### src/rtl/phx_pkg.sv
`timescale 1ns / 1ps
// ----------------------------------------------------------------------------
// phx_pkg
// shared types and constants of the philox uniform stream generator
// ----------------------------------------------------------------------------
package phx_pkg;

    localparam logic [31:0] MUL_A  = 32'hD2511F53;
    localparam logic [31:0] MUL_B  = 32'hCD9E8D57;
    localparam logic [31:0] WEYL_A = 32'h9E3779B9;
    localparam logic [31:0] WEYL_B = 32'hBB67AE85;

    localparam logic [63:0] HISTORY_RESET = 64'hFFFF_FFFF_FFFF_FFFF;
    localparam logic [2:0]  POS_EMPTY     = 3'd4;

    localparam logic OP_SET_HISTORY = 1'b0;
    localparam logic OP_DRAW        = 1'b1;

    localparam logic CFG_KEY_LO = 1'b0;
    localparam logic CFG_KEY_HI = 1'b1;

    typedef struct packed {
        logic load;
        logic mul;
        logic mix;
        logic bump;
        logic emit;
        logic set_hist;
    } phx_cmd_t;

    typedef struct packed {
        logic buf_empty;
        logic out_free;
    } phx_sts_t;

endpackage

### src/rtl/phx_ctrl.sv
`timescale 1ns / 1ps
// ----------------------------------------------------------------------------
// phx_ctrl
// sequencer: accepts items, steps the shared round unit, issues emits
// ----------------------------------------------------------------------------
module phx_ctrl
    import phx_pkg::*;
#(
    parameter int ROUNDS = 10
)
(
    input  logic     clk,
    input  logic     rst_n,
    input  logic     in_valid,
    output logic     in_ready,
    input  logic     op,
    input  phx_sts_t sts,
    output phx_cmd_t cmd
);

    localparam int RCNT_W = (ROUNDS > 1) ? $clog2(ROUNDS) : 1;

    localparam logic [1:0] S_IDLE = 2'd0;
    localparam logic [1:0] S_MUL  = 2'd1;
    localparam logic [1:0] S_MIX  = 2'd2;
    localparam logic [1:0] S_EMIT = 2'd3;

    logic [1:0]        state_reg;
    logic [1:0]        state_next;
    logic [RCNT_W-1:0] rnd_reg;
    logic [RCNT_W-1:0] rnd_next;
    logic              accept;
    logic              last_round;

    assign in_ready   = (state_reg == S_IDLE);
    assign accept     = in_valid && in_ready;
    assign last_round = (rnd_reg == RCNT_W'(ROUNDS - 1));

    always_comb
    begin
        state_next = state_reg;
        rnd_next   = rnd_reg;
        cmd        = '0;
        unique case (state_reg)
            S_IDLE:
            begin
                if (accept)
                begin
                    if (op == OP_SET_HISTORY)
                    begin
                        cmd.set_hist = 1'b1;
                    end
                    else if (sts.buf_empty)
                    begin
                        cmd.load   = 1'b1;
                        rnd_next   = '0;
                        state_next = S_MUL;
                    end
                    else if (sts.out_free)
                    begin
                        cmd.emit = 1'b1;
                    end
                    else
                    begin
                        state_next = S_EMIT;
                    end
                end
            end
            S_MUL:
            begin
                cmd.mul    = 1'b1;
                state_next = S_MIX;
            end
            S_MIX:
            begin
                cmd.mix = 1'b1;
                if (last_round)
                begin
                    cmd.bump   = 1'b1;
                    state_next = S_EMIT;
                end
                else
                begin
                    rnd_next   = rnd_reg + 1'b1;
                    state_next = S_MUL;
                end
            end
            S_EMIT:
            begin
                if (sts.out_free)
                begin
                    cmd.emit   = 1'b1;
                    state_next = S_IDLE;
                end
            end
            default:
            begin
                state_next = S_IDLE;
            end
        endcase
    end

    always_ff @(posedge clk or negedge rst_n)
    begin
        if (!rst_n)
        begin
            state_reg <= S_IDLE;
            rnd_reg   <= '0;
        end
        else
        begin
            state_reg <= state_next;
            rnd_reg   <= rnd_next;
        end
    end

endmodule

### src/rtl/phx_datapath.sv
`timescale 1ns / 1ps
// ----------------------------------------------------------------------------
// phx_datapath
// counter, key and buffer registers, shared philox round unit, output stage
// ----------------------------------------------------------------------------
module phx_datapath
    import phx_pkg::*;
(
    input  logic        clk,
    input  logic        rst_n,
    input  logic        cfg_we,
    input  logic        cfg_index,
    input  logic [31:0] cfg_data,
    input  logic [63:0] history,
    input  phx_cmd_t    cmd,
    output phx_sts_t    sts,
    output logic        out_valid,
    input  logic        out_ready,
    output logic [32:0] uniform_value
);

    logic [31:0] key_lo_reg;
    logic [31:0] key_hi_reg;
    logic [63:0] draw_cnt_reg;
    logic [63:0] hist_reg;
    logic [2:0]  pos_reg;
    logic        out_valid_reg;
    logic [32:0] out_value_reg;

    // working words double as the four-word buffer after the last round
    logic [31:0] c_reg [4];
    logic [31:0] k0_reg;
    logic [31:0] k1_reg;
    logic [63:0] pa_reg;
    logic [63:0] pb_reg;
    logic [31:0] word;

    assign word          = c_reg[pos_reg[1:0]];
    assign sts.buf_empty = pos_reg[2];
    assign sts.out_free  = !out_valid_reg || out_ready;
    assign out_valid     = out_valid_reg;
    assign uniform_value = out_value_reg;

    always_ff @(posedge clk or negedge rst_n)
    begin
        if (!rst_n)
        begin
            key_lo_reg    <= '0;
            key_hi_reg    <= '0;
            draw_cnt_reg  <= '0;
            hist_reg      <= HISTORY_RESET;
            pos_reg       <= POS_EMPTY;
            out_valid_reg <= 1'b0;
        end
        else
        begin
            if (cfg_we)
            begin
                unique case (cfg_index)
                    CFG_KEY_LO: key_lo_reg <= cfg_data;
                    CFG_KEY_HI: key_hi_reg <= cfg_data;
                    default:    key_lo_reg <= key_lo_reg;
                endcase
            end
            if (cmd.set_hist)
            begin
                hist_reg     <= history;
                draw_cnt_reg <= '0;
                pos_reg      <= POS_EMPTY;
            end
            else if (cmd.bump)
            begin
                draw_cnt_reg <= draw_cnt_reg + 64'd1;
                pos_reg      <= '0;
            end
            else if (cmd.emit)
            begin
                pos_reg <= pos_reg + 3'd1;
            end
            if (cmd.emit)
            begin
                out_valid_reg <= 1'b1;
            end
            else if (out_ready)
            begin
                out_valid_reg <= 1'b0;
            end
        end
    end

    always_ff @(posedge clk)
    begin
        if (cmd.load)
        begin
            c_reg[0] <= draw_cnt_reg[31:0];
            c_reg[1] <= draw_cnt_reg[63:32];
            c_reg[2] <= hist_reg[31:0];
            c_reg[3] <= hist_reg[63:32];
            k0_reg   <= key_lo_reg;
            k1_reg   <= key_hi_reg;
        end
        else if (cmd.mix)
        begin
            c_reg[0] <= pb_reg[63:32] ^ c_reg[1] ^ k0_reg;
            c_reg[1] <= pb_reg[31:0];
            c_reg[2] <= pa_reg[63:32] ^ c_reg[3] ^ k1_reg;
            c_reg[3] <= pa_reg[31:0];
            k0_reg   <= k0_reg + WEYL_A;
            k1_reg   <= k1_reg + WEYL_B;
        end
        if (cmd.mul)
        begin
            pa_reg <= 64'(MUL_A) * 64'(c_reg[0]);
            pb_reg <= 64'(MUL_B) * 64'(c_reg[2]);
        end
        if (cmd.emit)
        begin
            out_value_reg <= {word, 1'b1};
        end
    end

endmodule

### src/rtl/philox_uniform_stream_generator_top.sv
`timescale 1ns / 1ps
// ----------------------------------------------------------------------------
// philox_uniform_stream_generator_top
// philox4x32 counter-based uniform generator with a four-word draw buffer
// ----------------------------------------------------------------------------
// A draw beat returns (2*w+1)/2^33 for the next buffered word w; a
// set-history beat loads the stream index, clears the draw counter and
// empties the buffer, and returns nothing. One item is in work at a time.
// A draw from a filled buffer is emitted straight from the idle state when the
// output register is free. A draw that finds the buffer empty first runs
// ROUNDS rounds on the single shared round unit, each a multiply step with
// two 32x32 multiplies followed by a mix step.
// The result sits in an output register, so a waiting result does not stall
// a set-history beat or a buffered draw until the register must be reused.
// ----------------------------------------------------------------------------
module philox_uniform_stream_generator_top
    import phx_pkg::*;
#(
    parameter int ROUNDS = 10
)
(
    input  logic        clk,
    input  logic        rst_n,
    input  logic        cfg_we,
    input  logic        cfg_index,
    input  logic [31:0] cfg_data,
    input  logic        in_valid,
    output logic        in_ready,
    input  logic        op,
    input  logic [63:0] history,
    output logic        out_valid,
    input  logic        out_ready,
    output logic [32:0] uniform_value
);

    phx_cmd_t cmd;
    phx_sts_t sts;

    phx_ctrl #(
        .ROUNDS (ROUNDS)
    ) u_ctrl (
        .clk      (clk),
        .rst_n    (rst_n),
        .in_valid (in_valid),
        .in_ready (in_ready),
        .op       (op),
        .sts      (sts),
        .cmd      (cmd)
    );

    phx_datapath u_datapath (
        .clk           (clk),
        .rst_n         (rst_n),
        .cfg_we        (cfg_we),
        .cfg_index     (cfg_index),
        .cfg_data      (cfg_data),
        .history       (history),
        .cmd           (cmd),
        .sts           (sts),
        .out_valid     (out_valid),
        .out_ready     (out_ready),
        .uniform_value (uniform_value)
    );

endmodule

### config.mk
export PLATFORM = sky130hd
export DESIGN_NAME = philox_uniform_stream_generator_top
export DESIGN_NICKNAME = d
export VERILOG_FILES = /design/src/rtl/phx_pkg.sv /design/src/rtl/phx_ctrl.sv /design/src/rtl/phx_datapath.sv /design/src/rtl/philox_uniform_stream_generator_top.sv
export SDC_FILE = /design/constraint.sdc
export NUM_CORES = 2
export LEC_CHECK = 0
export BUFFER_PORTS_ARGS = -buffer_cell sky130_fd_sc_hd__buf_4
export CORE_UTILIZATION = 65
export CTS_CLUSTER_SIZE = 30
export DETAILED_ROUTE_END_ITERATION = 7
export PLACE_DENSITY_LB_ADDON = 0.15
export SETUP_SLACK_MARGIN = 0.3
export SLEW_MARGIN = 15
export SYNTH_ARGS = -nofsm -noshare
export SYNTH_HDL_FRONTEND = slang
export SYNTH_SLANG_ARGS = --single-unit
### constraint.sdc
create_clock -name clk -period 15 [get_ports clk]
set_input_delay 1.5 -clock clk [delete_from_list [all_inputs] [get_ports clk]]
set_output_delay 1.5 -clock clk [all_outputs]
set_load 0.05 [all_outputs]
Word level (Yosys, flattened, before mapping)
Memory sizes are Yosys's and may differ from the RTL's. A register that Yosys moved wholly into a read port is not among the register bits.
Cells that the tools add are included.
W data, S select, Z words.
{"block": "op_classes", "add_sub_neg": 5, "n_mul": 2, "eq_ne": 10, "mux": 46, "n_bitwise": 9, "n_reduce_logical": 13}
{"op": "$mux W32", "count": 8}
{"op": "$mul A32 B32 Y64 const A", "count": 2}
{"op": "$mux W64", "count": 2}
{"op": "$xor A32 B32 Y32", "count": 4}
{"op": "$add A32 B32 Y32 const B", "count": 2}
{"op": "$add A64 B1 Y64 const B", "count": 1}
{"op": "$mux W1", "count": 18}
{"op": "$mux W2", "count": 8}
{"op": "$mux W4", "count": 4}
{"op": "$mux W3", "count": 3}
{"op": "$ne A2 B2 Y1 const B", "count": 4}
{"op": "$pmux W2 S4", "count": 1}
{"op": "$pmux W4 S2", "count": 1}
{"op": "$reduce_bool A2 Y1", "count": 4}
{"op": "$reduce_and A5 Y1", "count": 1}
{"op": "$add A4 B1 Y4 const B", "count": 1}
{"op": "$eq A2 B2 Y1 const B", "count": 2}
{"op": "$eq A4 B4 Y1 const B", "count": 1}
{"op": "$or A1 B1 Y1", "count": 4}
{"op": "$reduce_and A2 Y1", "count": 2}
{"op": "$reduce_and A4 Y1", "count": 1}
{"op": "$add A3 B1 Y3 const B", "count": 1}
{"op": "$ne A3 B2 Y1 const B", "count": 1}
{"op": "$reduce_bool A3 Y1", "count": 1}
{"op": "8 further kinds", "count": 8}
{"block": "totals", "register_bits": 394, "ram_bits": 128, "in_bits": 103, "out_inout_bits": 35, "wordCells": 98, "memories": 1}
{"memory": "u_datapath.c_reg", "depth": 4, "word_bits": 32, "read_ports": 5, "rd_ports_with_merged_regs": 1, "write_ports": 4, "line": "phx_datapath.sv:31", "rtl": "logic [31:0] c_reg [4];"}

Longest topological paths before layout
{"block": "logic_depth", "depth_word": 10, "ltp_mapped": 28, "depth_no_buf": 27}

Cells and area by module
A second synthesis with hierarchy kept.
{"block": "hier_totals", "cells_unflattened": 5412, "area_unflattened_um2": 60400.4}
{"module": "phx_datapath", "instances": 1, "cells_each": 5365, "area_per_inst_um2": 59928.7, "seq_area_each_um2": 15556.2}
{"module": "phx_ctrl", "instances": 1, "cells_each": 47, "area_per_inst_um2": 471.7, "seq_area_each_um2": 150.1}

Worst setup path after synthesis
Ideal clock, no wire load.
{"block": "synth_path", "kind": "register -> register", "start": "memory u_datapath.c_reg[0][7]", "end": "register u_datapath.pa_reg[61], data pin", "setup_ps": 260, "arrival_time_ps": 7102, "t_required_ps": 14740, "slack_ps": 7638, "path_stages_with_launch": 27, "path_buffers": 1, "synth_period_minus_slack_ps": 7362, "cell_sequence": "edfxtp_1 -> fa_1 -> inv_1 -> fa_1 -> fa_1 -> fa_1 -> inv_1 -> fa_1 -> inv_1 -> fa_1 -> inv_1 -> fa_1 -> inv_1 -> fa_1 -> inv_1 -> ha_1 -> clkbuf_1 -> a21oi_1 -> o221ai_1 -> a21oi_1 -> nor3_1 -> a21oi_1 -> o21bai_1 -> a221o_1 -> a221o_1 -> a21o_1 -> xor2_1"}
{"item": "from (decl)", "line": "phx_datapath.sv:31"}
{"item": "to (signal assigned)", "line": "phx_datapath.sv:113", "rtl": "pa_reg <= 64'(MUL_A) * 64'(c_reg[0]);"}
{"item": "to (decl)", "line": "phx_datapath.sv:34", "rtl": "logic [63:0] pa_reg;"}

==> impl_results.md <==
- Final HPWL DP: 148000 um
- Kind of capture point of the worst setup path: register
- CP peak stage delay: 0.73 ns
- Worst hold path stage count: 2
- Reg-to-reg setup timing slack: 6.49 ns
- Total Negative Setup Slacks: 0 ns
- Endpoint of the most critical register-to-register path: u_datapath.pa_reg[61]$_DFFE_PP_
- Critical hold path startpoint: u_datapath.hist_reg[27]$_DFFE_PN1P_
- Number of buffers inserted for hold repair after clock tree synthesis: 0
- Clock Sink Count: 554
- Synth warnings: 0
- Core outline area: 91700 um^2
- Worst min-delay path class: reg -> reg
- Width of the die: 306 um
- Area of the die: 93800 um^2
- Clk root buf: clkbuf_16
- Kind of start point of the critical path: register
- Worst path slowest cell: fa_1
- Gr ovfl total: 0
- Largest register FFs: 128
- Maximum clock frequency: 118 MHz
- Post-synthesis cell area: 60200 um^2
- Register bit total from synthesis: 554
- Gpl congestion: 1.01
- Min Clock Period, post-route: 8.51 ns
- DR DRC count: 0
- Portion of the clock cycle consumed by the worst path in the final layout: 0.567
- Vias in the first global route: 42399
- Largest fanout on the critical path: 10
- Global-route usage over all layers: 0.387
- Port buffer count: 136
- Arrival time of the worst setup path: 8.89 ns
- Max-cap viol count: 0
- Number of cells traversed by the worst register-to-register path: 25
- Pins over their slew limit: 0
- Worst-margin pin slew: 1.08 ns
- Buffers from clock root to sink, at most: 3
- Setup repair bufs after CTS: 0
- Setup CP Type: reg -> reg
- Starting Density: 0.657
- Gates resized, CTS repair: 0
- Antenna violations before repair: 3
- Commonest non-fill, non-tap cells in the layout: inv_1 (1234), ha_1 (812), fa_1 (805)
- Relative slew slack: 0.280
- H-tree levels: 2
- Chip height: 306 um
- Number of synthesized flops with an enable pin: 352
- Synth Net Count: 7168
- Clock transition time at the flip-flop clock pins of the worst setup and hold paths: 0.07 ns
- Final net count: 7275
- Most numerous cell on the critical path: fa_1
- I/O pin total: 138
- Total via count after detailed routing: 39744
- Ratio of routed vias to standard cells: 5.86
- TritonCTS clock tree: done
- Post-synth top area share: 0.268
- Detail Route Antenna Nets: 0
- Synthesized area per cell: 11.1 um^2
- Share of layout cells above drive strength 1: 0.105
- Drt initial violations: 3488
- Pin count of the biggest net entering global routing: 97
- Global-route wire length before repair: 263000 um
- Length of the first detailed-routing pass in iterations: 8
- Share of synthesized area occupied by flip-flops and latches: 0.261
- Number of buffers created by CTS: 55
- Commonest non-fill, non-tap cell in the layout: inv_1
- Number of standard-cell rows in the floorplan: 111
- Number of distinct library cells after synthesis: 80
- Area Growth Syn to Fin: 7.04%
- Total routed wirelength: 176000 um
- Final count of negative-setup-slack endpoints: 0
- Final hold violation count: 0
- Min-Delay Endpoint: u_datapath.hist_reg[27]$_DFFE_PN1P_
- Fraction of synthesis flops using an asynchronous set or reset pin: 0.365
- Clock latency reported for the late side of the worst-skew pair: 0.64 ns
- Yosys top cell by area: fa_1
- RSZ-0062 raised after global routing: false
- Crit Reg-Reg Startpoint: u_datapath.c_reg[0][5]$_DFFE_PP_
- Main flop type after synthesis: edfxtp_1
- Routed wire length per instance: 26.0 um
- Final clock skew: 0.0202 ns
- Data required time of the critical path: 15.38 ns
- Post-Syn Instances: 5446
- Result of the run: complete, no violations
- Largest cells by area after synthesis: fa_1 (27%), edfxtp_1 (18%), ha_1 (17%)
## stage by stage
step | utilization | hold slack, ns | instance area [um^2] | worst slack (ns) | std cells
final | 0.703 | 0.459 | 64400 | 6.49 | 6786
after CTS | 0.703 | 0.459 | 64400 | 6.53 | 6784
after global placement | 0.682 | 0.445 | 62500 | 6.64 | 6682
after floorplan | - | 0.438 | 60200 | 7.64 | 5446
after global routing | 0.703 | 0.468 | 64400 | 6.22 | 6784
after detailed placement | 0.682 | 0.448 | 62500 | 6.56 | 6682
## cell usage after synthesis (9+ instances only)
cell type,count
inv_1,1234
ha_1,814
fa_1,805
edfxtp_1,352
nand2_1,336
xnor2_1,253
nor2_1,222
a21oi_1,197
mux2_2,192
dfrtp_1,137
xor2_1,111
clkbuf_1,95
o21ai_0,86
a21o_1,79
dfstp_2,65
nand3_1,55
nand4_1,43
mux4_2,32
a31oi_1,23
and3_1,22
nor3_1,20
or3_1,19
or2_2,18
nand2b_1,17
o21bai_1,17
o21a_1,16
nor2b_1,15
and2_1,12
buf_1,11
o21ai_1,11
and4_1,10
a21boi_0,9
## kinds of logic (layout without fill, tap and decap cells)
family          Yosys count  count (layout)  share of synthesized area
flops                   554             554                      0.261
simple gates            808             808                     0.0606
buf+inv                1349            1501                     0.0845
xor+xnor                364             364                     0.0530
fa+ha+maj              1619            1619                      0.437
mux                     227             227                     0.0484
other cells               1               3                  0.0000623
compound gates          524             524                     0.0554
## routing by layer
layer | global-route usage | part of all wire | wire (um) | vias to the layer above
met1 | 0.481 | 0.38 | 67300 | 20122
met4 | 0.207 | 0.063 | 11200 | 2
li1 | - | - | - | 17712
met2 | 0.667 | 0.50 | 87700 | 1465
met3 | 0.0400 | 0.058 | 10200 | 443
met5 | 0 | 0.000074 | 13 | -
## critical path, delay by kind of cell (launching register included)
family                     cells  cell delay [ns]
adders and majority gates      9             4.55
buffers and inverters          6             0.36
and+or+nand+nor                1             0.09
AOI/OAI and AO/OA              8             2.40
xor gates and xnor gates       1             0.13
DFF                            1             0.69
## area by class of cell
class | instances | area, um^2
well taps | 1186 | 1480
clock inverters | 31 | 373
flip-flops and latches | 554 | 15700
fillers | 6920 | 27200
diodes | 2 | 5.00
multi-input cells | 3543 | 39400
repair buffers | 165 | 1250
inverters | 1234 | 4630
clock buffers | 71 | 1530
## worst max path at each step
stage / start / to / slack (ns)
after floorplan: u_datapath.c_reg[0][7]$_DFFE_PP_ / u_datapath.pa_reg[61]$_DFFE_PP_ / 7.64
after global placement: u_datapath.c_reg[0][14]$_DFFE_PP_ / u_datapath.pa_reg[61]$_DFFE_PP_ / 6.64
after detailed placement: u_datapath.c_reg[0][14]$_DFFE_PP_ / u_datapath.pa_reg[61]$_DFFE_PP_ / 6.56
after CTS: u_datapath.c_reg[0][14]$_DFFE_PP_ / u_datapath.pa_reg[61]$_DFFE_PP_ / 6.53
after global routing: u_datapath.c_reg[0][5]$_DFFE_PP_ / u_datapath.pa_reg[61]$_DFFE_PP_ / 6.22
final: u_datapath.c_reg[0][5]$_DFFE_PP_ / u_datapath.pa_reg[61]$_DFFE_PP_ / 6.49
Power is left out: the tool's default activity adds up to more than one toggle a clock period on the data nets, which glitch-free logic cannot reach.
